$ cat src/rtl/core/ncl_pkg.sv
`default_nettype none
// ----------------------------------------------------------------------------
// Nearest crystal lookup package
// Shared types, command codes and fixed widths for the crystal lookup block.
// ----------------------------------------------------------------------------
package ncl_pkg;

   // Field widths fixed by the command and result formats.
   localparam int POS_W  = 16;
   localparam int IDX_W  = 6;
   localparam int ID_W   = 6;
   localparam int DIFF_W = POS_W + 1;
   localparam int SQ_W   = 2 * DIFF_W;

   // Bounds of the event position, Q2.14 plus and minus one.
   localparam logic signed [POS_W-1:0] ONE_Q14     = 16'sd16384;
   localparam logic signed [POS_W-1:0] NEG_ONE_Q14 = -16'sd16384;

   // Command codes.
   localparam logic CMD_LOAD     = 1'b0;
   localparam logic CMD_CLASSIFY = 1'b1;

   // Status codes.
   localparam logic STATUS_OK  = 1'b0;
   localparam logic STATUS_OOB = 1'b1;

   // Controller states.
   typedef enum logic [1:0] {
      ST_IDLE,
      ST_DISPATCH,
      ST_SCAN,
      ST_DRAIN
   } ncl_state_type;

   // Commands from the controller to the datapath.
   typedef struct packed {
      logic latch;        // capture the request beat
      logic mem_write;    // store the captured peak
      logic scan_clear;   // restart the scan counter and the running minimum
      logic scan_step;    // read one table entry into the distance pipeline
      logic rsp_load;     // answer a load
      logic rsp_oob;      // answer an out-of-bounds classify
      logic rsp_result;   // answer a finished classify
   } ncl_cmd_type;

   // Status from the datapath to the controller.
   typedef struct packed {
      logic is_classify;
      logic out_of_bounds;
      logic scan_last;
      logic pipe_empty;
   } ncl_stat_type;

endpackage
`default_nettype wire

$ cat src/rtl/core/ncl_ctrl.sv
`default_nettype none
// ----------------------------------------------------------------------------
// Nearest crystal lookup controller
// Sequences load, bounds check, table scan and pipeline drain for each command.
// ----------------------------------------------------------------------------
module ncl_ctrl (
   input  logic                 clock,
   input  logic                 reset,
   input  logic                 start,
   output logic                 busy,
   input  ncl_pkg::ncl_stat_type stat,
   output ncl_pkg::ncl_cmd_type  cmd
);
   import ncl_pkg::*;

   ncl_state_type state_ff;
   ncl_state_type state_in;

   // State register.
   always_ff @(posedge clock) begin
      if (reset) begin
         state_ff <= ST_IDLE;
      end else begin
         state_ff <= state_in;
      end
   end

   // Next state and commands.
   always_comb begin
      state_in = state_ff;
      cmd      = '0;
      case (state_ff)
         ST_IDLE: begin
            if (start) begin
               cmd.latch = 1'b1;
               state_in  = ST_DISPATCH;
            end
         end
         ST_DISPATCH: begin
            if (!stat.is_classify) begin
               cmd.mem_write = 1'b1;
               cmd.rsp_load  = 1'b1;
               state_in      = ST_IDLE;
            end else if (stat.out_of_bounds) begin
               cmd.rsp_oob = 1'b1;
               state_in    = ST_IDLE;
            end else begin
               cmd.scan_clear = 1'b1;
               state_in       = ST_SCAN;
            end
         end
         ST_SCAN: begin
            cmd.scan_step = 1'b1;
            if (stat.scan_last) begin
               state_in = ST_DRAIN;
            end
         end
         ST_DRAIN: begin
            if (stat.pipe_empty) begin
               cmd.rsp_result = 1'b1;
               state_in       = ST_IDLE;
            end
         end
         default: begin
            state_in = ST_IDLE;
         end
      endcase
   end

   assign busy = (state_ff != ST_IDLE);

endmodule
`default_nettype wire

$ cat src/rtl/core/ncl_datapath.sv
`default_nettype none
// ----------------------------------------------------------------------------
// Nearest crystal lookup datapath
// Peak table memory, squared distance pipeline, running minimum and result
// registers.
// ----------------------------------------------------------------------------
module ncl_datapath #(
   parameter int NUM_PEAKS = 64
) (
   input  logic                               clock,
   input  logic                               reset,
   input  logic                               req_command,
   input  logic [ncl_pkg::IDX_W-1:0]          req_entry_index,
   input  logic signed [ncl_pkg::POS_W-1:0]   req_pos_x,
   input  logic signed [ncl_pkg::POS_W-1:0]   req_pos_y,
   input  ncl_pkg::ncl_cmd_type               cmd,
   output ncl_pkg::ncl_stat_type              stat,
   output logic                               rsp_strobe,
   output logic                               rsp_status,
   output logic [ncl_pkg::ID_W-1:0]           rsp_crystal_id
);
   import ncl_pkg::*;

   localparam int AW = $clog2(NUM_PEAKS);

   // Captured request.
   logic                    cmd_ff;
   logic [IDX_W-1:0]        idx_ff;
   logic signed [POS_W-1:0] ev_x_ff;
   logic signed [POS_W-1:0] ev_y_ff;

   // Peak table, x in the upper half and y in the lower half of each word.
   logic [2*POS_W-1:0]      peak_mem [NUM_PEAKS];
   logic [2*POS_W-1:0]      rd_data_ff;
   logic                    idx_in_range;

   // Scan counter and pipeline stages.
   logic [AW-1:0]           scan_cnt_ff;
   logic                    s1_vld_ff;
   logic [AW-1:0]           s1_id_ff;
   logic signed [POS_W-1:0] rd_x;
   logic signed [POS_W-1:0] rd_y;
   logic signed [DIFF_W-1:0] dx;
   logic signed [DIFF_W-1:0] dy;
   logic signed [SQ_W-1:0]  prod_x;
   logic signed [SQ_W-1:0]  prod_y;
   logic                    s2_vld_ff;
   logic [AW-1:0]           s2_id_ff;
   logic [SQ_W-1:0]         sq_x_ff;
   logic [SQ_W-1:0]         sq_y_ff;
   logic                    s3_vld_ff;
   logic [AW-1:0]           s3_id_ff;
   logic [SQ_W-1:0]         sum_ff;
   logic [SQ_W-1:0]         sum_in;

   // Running minimum.
   logic                    best_vld_ff;
   logic [SQ_W-1:0]         best_ff;
   logic [AW-1:0]           best_id_ff;

   // Result registers.
   logic                    rsp_strobe_ff;
   logic                    rsp_status_ff;
   logic [ID_W-1:0]         rsp_id_ff;

   // Capture the request beat.
   always_ff @(posedge clock) begin
      if (cmd.latch) begin
         cmd_ff  <= req_command;
         idx_ff  <= req_entry_index;
         ev_x_ff <= req_pos_x;
         ev_y_ff <= req_pos_y;
      end
   end

   assign idx_in_range = (int'(idx_ff) < NUM_PEAKS);

   // Table memory: one write port for loads, one registered read port for the scan.
   always_ff @(posedge clock) begin
      if (cmd.mem_write && idx_in_range) begin
         peak_mem[AW'(idx_ff)] <= {ev_x_ff, ev_y_ff};
      end
      rd_data_ff <= peak_mem[scan_cnt_ff];
   end

   // Scan address counter.
   always_ff @(posedge clock) begin
      if (reset || cmd.scan_clear) begin
         scan_cnt_ff <= '0;
      end else if (cmd.scan_step) begin
         scan_cnt_ff <= scan_cnt_ff + 1'b1;
      end
   end

   // Differences to the event and their squares.
   assign rd_x   = rd_data_ff[2*POS_W-1:POS_W];
   assign rd_y   = rd_data_ff[POS_W-1:0];
   assign dx     = DIFF_W'(rd_x) - DIFF_W'(ev_x_ff);
   assign dy     = DIFF_W'(rd_y) - DIFF_W'(ev_y_ff);
   assign prod_x = dx * dx;
   assign prod_y = dy * dy;
   assign sum_in = sq_x_ff + sq_y_ff;

   // Pipeline valid bits.
   always_ff @(posedge clock) begin
      if (reset) begin
         s1_vld_ff <= 1'b0;
         s2_vld_ff <= 1'b0;
         s3_vld_ff <= 1'b0;
      end else begin
         s1_vld_ff <= cmd.scan_step;
         s2_vld_ff <= s1_vld_ff;
         s3_vld_ff <= s2_vld_ff;
      end
   end

   // Pipeline payload.
   always_ff @(posedge clock) begin
      s1_id_ff <= scan_cnt_ff;
      s2_id_ff <= s1_id_ff;
      sq_x_ff  <= $unsigned(prod_x);
      sq_y_ff  <= $unsigned(prod_y);
      s3_id_ff <= s2_id_ff;
      sum_ff   <= sum_in;
   end

   // Keep the first strict minimum so the lowest index wins a tie.
   always_ff @(posedge clock) begin
      if (reset || cmd.scan_clear) begin
         best_vld_ff <= 1'b0;
      end else if (s3_vld_ff && (!best_vld_ff || sum_ff < best_ff)) begin
         best_vld_ff <= 1'b1;
      end
   end

   always_ff @(posedge clock) begin
      if (s3_vld_ff && (!best_vld_ff || sum_ff < best_ff)) begin
         best_ff    <= sum_ff;
         best_id_ff <= s3_id_ff;
      end
   end

   // Result beat, shown for one cycle.
   always_ff @(posedge clock) begin
      if (reset) begin
         rsp_strobe_ff <= 1'b0;
      end else begin
         rsp_strobe_ff <= cmd.rsp_load | cmd.rsp_oob | cmd.rsp_result;
      end
   end

   always_ff @(posedge clock) begin
      rsp_status_ff <= cmd.rsp_oob ? STATUS_OOB : STATUS_OK;
      rsp_id_ff     <= cmd.rsp_result ? ID_W'(best_id_ff) : '0;
   end

   // Status to the controller.
   always_comb begin
      stat.is_classify   = (cmd_ff == CMD_CLASSIFY);
      stat.out_of_bounds = (ev_x_ff > ONE_Q14) || (ev_x_ff < NEG_ONE_Q14) ||
                           (ev_y_ff > ONE_Q14) || (ev_y_ff < NEG_ONE_Q14);
      stat.scan_last     = (scan_cnt_ff == AW'(NUM_PEAKS - 1));
      stat.pipe_empty    = !(s1_vld_ff || s2_vld_ff || s3_vld_ff);
   end

   assign rsp_strobe     = rsp_strobe_ff;
   assign rsp_status     = rsp_status_ff;
   assign rsp_crystal_id = rsp_id_ff;

endmodule
`default_nettype wire

$ cat src/rtl/core/nearest_crystal_lookup.sv
`default_nettype none
// Load and out-of-bounds commands: the start beat is latched and answered from the
// dispatch state through the result registers. Classify: the scan reads one table entry
// per cycle from the single read port of the peak memory, and the result follows the drain.
// busy drops in the cycle the result is shown, so the next start is taken then.
// Synchronous active-high reset returns the controller to idle; the peak table is
// not cleared and must be loaded before classify commands are issued.
// ----------------------------------------------------------------------------
// Nearest crystal lookup
// Classifies an event position to the nearest stored crystal peak by squared
// Euclidean distance, with a load command to fill the peak table.
// ----------------------------------------------------------------------------
module nearest_crystal_lookup #(
   parameter int NUM_PEAKS = 64
) (
   input  logic                             clock,
   input  logic                             reset,
   input  logic                             start,
   output logic                             busy,
   input  logic                             req_command,
   input  logic [ncl_pkg::IDX_W-1:0]        req_entry_index,
   input  logic signed [ncl_pkg::POS_W-1:0] req_pos_x,
   input  logic signed [ncl_pkg::POS_W-1:0] req_pos_y,
   output logic                             rsp_strobe,
   output logic                             rsp_status,
   output logic [ncl_pkg::ID_W-1:0]         rsp_crystal_id
);
   import ncl_pkg::*;

   ncl_cmd_type  cmd;
   ncl_stat_type stat;

   // Command sequencer.
   ncl_ctrl u_ctrl (
      .clock (clock),
      .reset (reset),
      .start (start),
      .busy  (busy),
      .stat  (stat),
      .cmd   (cmd)
   );

   // Table, distance pipeline and result registers.
   ncl_datapath #(
      .NUM_PEAKS (NUM_PEAKS)
   ) u_datapath (
      .clock           (clock),
      .reset           (reset),
      .req_command     (req_command),
      .req_entry_index (req_entry_index),
      .req_pos_x       (req_pos_x),
      .req_pos_y       (req_pos_y),
      .cmd             (cmd),
      .stat            (stat),
      .rsp_strobe      (rsp_strobe),
      .rsp_status      (rsp_status),
      .rsp_crystal_id  (rsp_crystal_id)
   );

endmodule
`default_nettype wire

$ cat config.mk
export PLATFORM = sky130hd
export DESIGN_NAME = nearest_crystal_lookup
export DESIGN_NICKNAME = d
export VERILOG_FILES = /design/src/rtl/core/ncl_pkg.sv /design/src/rtl/core/ncl_ctrl.sv /design/src/rtl/core/ncl_datapath.sv /design/src/rtl/core/nearest_crystal_lookup.sv
export SDC_FILE = /design/constraint.sdc
export NUM_CORES = 2
export LEC_CHECK = 0
export BUFFER_PORTS_ARGS = -buffer_cell sky130_fd_sc_hd__buf_2
export CORE_MARGIN = 5
export CORE_UTILIZATION = 55
export DETAILED_ROUTE_END_ITERATION = 12
export GPL_ROUTABILITY_DRIVEN = 1
export PLACE_DENSITY = 0.71
export SETUP_SLACK_MARGIN = 0.4
export SLEW_MARGIN = 10
export SYNTH_ARGS = -nofsm -noshare
export SYNTH_HDL_FRONTEND = slang
export SYNTH_SLANG_ARGS = --single-unit
$ cat constraint.sdc
create_clock -name clock -period 11.69 [get_ports clock]
set_clock_uncertainty 0.05 [all_clocks]
set_input_delay 0.5845 -clock clock [delete_from_list [all_inputs] [get_ports clock]]
set_output_delay 0.5845 -clock clock [all_outputs]
set_load 0.01 [all_outputs]
==> metrics.md <==
| Metric | Value |
|---|---|
| Post-DR wirelength/cell | `28.43 um` |
| Final hold viol count | `0` |
| Die height | `approximately 450 um` |
| Final #Nets | `6990` |
| Die X | `450.4 um` |
| Slew Viols, Final | `0` |
| FF-to-FF End | `u_datapath.sq_y_ff[31]` |
| Routed vias/inst | `6.133` |
| Syn_nets | `6755` |
| Worst-Skew Late Latency | `880 ps` |
| WHS Path Cells | `1` |
| Reg2Reg Setup Slack | `1970 ps` |
| CP max-delay cell | `xor2_1` |
| Outcome | `completed` |
| # hold bufs at CTS | `39` |
| Max Fclk | `just over 100 MHz` |
| CTS tree | `done` |
| Gr busiest metal | `met2` |
| Remaining DRCs | `0` |
| Reg clk slew, reported paths | `~60 ps` |
| GRT met2 Usage | `41.59%` |
| Tcrit/Tclk final | `83.17%` |
| MaxCap Viol Count | `0` |
| Mapped Area | `0.1067 mm^2` |
| First-pass GRT wire length | `373.7 mm` |
| Post-Synthesis Cells | `approximately 5900` |
| Iter 0 DRT Violations | `6339` |
| Post-synthesis sequential area ratio | `63.06%` |
| Core area | `between 0.15 and 0.2 mm^2` |
| Warnings from Yosys | `0` |
| Vias in the first global route | `between 50000 and 60000` |
| RSZ-0062 raised after global routing | `no` |
| R2R depth | `32` |
| Min-delay worst type | `input port to register` |
| Yosys reg bits | `2297` |
| Startpoint types | `register` |
| Post-cts sizing count | `0` |
| Worst-Margin Slew | `1038 ps` |
| CTS Buf Count | `220` |
| Setup CP Type | `register to register` |
| Final RePlAce weighted congestion | `0.8863` |
| Final setup TNS | `0 ps` |
| Worst hold endpoint | `u_datapath.ev_x_ff[2]` |
| GR Util All Layers | `~25%` |
| Kind of end point of the critical path | `register` |
| Initial Util | `between 50 and 60%` |
| Avg Cell Area, Syn | `about 18 um^2` |
| Via count | `54320` |
| Antenna Nets Post-Route | `0` |
| Share of cells above drive strength 1 | `about a fifth` |
| Critical Path RT | `approximately 12000 ps` |
| Largest net degree at the start of global routing | `116` |
| Area delta synth->final | `11.07%` |
| Dpl hpwl | `about 150 mm` |
| Worst-path fanout max | `66` |
| Hold wc startpoint | `req_pos_x[2]` |
| CP most frequent cell | `fa_1` |
| EDFF count, synth | `2127` |
| Post-Place Setup Slack | `2156 ps` |
| Clock sinks | `2297` |
| CTS HTree Levels | `4` |
| Die Footprint | `around 0.2 mm^2` |
| TritonRoute pass-1 iters | `6` |
| CP Data Arrival Time | `10370 ps` |
| Top_reg_cell synth | `edfxtp_1` |
| Worst r2r src | `u_datapath.ev_y_ff[0]` |
| Clock root buffer | `clkbuf_16` |
| Setup violations, final | `0` |
| Post CTS Setup Buffer Count | `0` |
| Grt ovf | `0` |
| Routed Wire Length | `251.8 mm` |
| Async set-reset flop share out of synthesis | `0%` |
| IO Port Bufs | `50` |
| Initial antenna violation count | `14` |
| Met3 global-route usage | `under 10%` |
| Minimum clock period | `between 9000 and 10000 ps` |
| PnR worst setup slack | `1968 ps` |
| Post-synth cell types | `77` |
| Critical Path Max Stage Delay | `750 ps` |
| I/O pin count | `51` |
| Rows | `161` |
| Final core utilization | `around three fifths` |
| Grt met1 use | `34.99%` |
| CTS Buffer Depth | `3` |
| Slew margin rel. | `30.62%` |
placed cells by master, fill, tap and decap left out, types with 51 or more instances in the layout:
cell	Yosys	final
edfxtp_1	2127	2127
inv_1	726	726
mux4_2	672	672
fa_1	543	543
ha_1	262	262
nor2_1	315	250
nand2_1	241	241
clkbuf_16	0	221
dfxtp_1	170	164
buf_4	3	146
xnor2_1	90	89
a21oi_1	83	82
nor2_4	0	65
a21o_1	61	61
clkbuf_1	139	56
clkinv_1	4	51
kinds of logic (layout without fill, tap and decap cells):
family	Yosys count	in the layout	synth area share, %
xor gates and xnor gates	127	127	1.060
other	0	2	0
AOI/OAI and AO/OA	313	313	1.963
and+or+nand+nor	727	727	2.943
muxes	676	676	14.22
buffers and inverters	963	1383	3.490
adders and majority gates	805	805	13.26
DFF	2297	2297	63.06
through the flow:
stage	instance area, um^2	std cells	hold slack, ps
floorplan	106700	5908	259.6
CTS	118500	8854	4.932
detailed placement	110900	8408	262.1
finish	118500	8856	65.04
global placement	110900	8408	260.5
global route	118500	8854	15.72
synthesized netlist by cell type, drive strengths merged, types with 21 or more instances:
library cell,number,area [um^2]
buf,87,435.4
clkbuf,139,521.8
ha,262,3278
mux4,672,15130
nand2,241,904.6
xor2,37,342.8
nor2,315,1182
a21o,61,457.9
inv,733,2751
dfxtp,170,3403
a21oi,85,432.9
xnor2,90,788.3
nor3,21,105.1
nor2b,28,175.2
fa,543,10870
edfxtp,2127,63870
nand3,22,110.1
o21ai,57,289.0
how the worst max path moves through the flow:
stage,startpoint,endpoint
3_3_place_gp,u_datapath.ev_y_ff[0],u_datapath.sq_y_ff[31]
4_1_cts,u_datapath.ev_y_ff[0],u_datapath.sq_y_ff[31]
3_5_place_dp,u_datapath.ev_y_ff[0],u_datapath.sq_y_ff[31]
6_report,u_datapath.ev_y_ff[0],u_datapath.sq_y_ff[31]
5_1_grt,u_datapath.ev_y_ff[0],u_datapath.sq_y_ff[31]
2_1_floorplan,u_datapath.ev_y_ff[0],u_datapath.sq_y_ff[31]
cell type report:
type,instances,area [um^2]
diodes,2,5.005
clock inverters,119,1348
flip-flops and latches,2297,67290
well taps,2526,3161
fillers,13510,74290
clock buffers,288,5892
repair buffers,239,1817
inverters,737,2766
multi-input cells,2648,36210
worst max-delay path, delay by kind of cell, from the launching register on:
| family | cells | cell delay (ps) |
|---|---|---|
| adder cells (fa/ha/maj) | 9 | 4060 |
| AND/OR/NAND/NOR | 3 | 550 |
| AO/OA/AOI/OAI | 13 | 2580 |
| XOR/XNOR | 2 | 900 |
| buffers and inverters | 5 | 1050 |
| flip-flops | 1 | 350 |
flip-flops by register name, summed over array words and instances (netlist names), 2 cells and up:
name	flops
u_datapath.peak_mem	2048
u_datapath.best_ff	34
u_datapath.sum_ff	34
u_datapath.sq_x_ff	33
u_datapath.sq_y_ff	33
u_datapath.rd_data_ff	32
u_datapath.ev_x_ff	16
u_datapath.ev_y_ff	16
u_datapath.best_id_ff	6
u_datapath.idx_ff	6
u_datapath.rsp_crystal_id	6
u_datapath.s1_id_ff	6
u_datapath.s2_id_ff	6
u_datapath.s3_id_ff	6
u_datapath.scan_cnt_ff	6
u_ctrl.state_ff	2
per-layer routing:
layer,up-vias,wire (um),part of all wire [%]
met4,2,6896,2.7
met5,-,13,0.0052
met3,446,22460,8.9
met2,2570,126000,50
met1,28780,96390,38
li1,22520,-,-
Power is not shown: default switching activity piles up to over one toggle a cycle in this logic, so the estimate is an artifact.
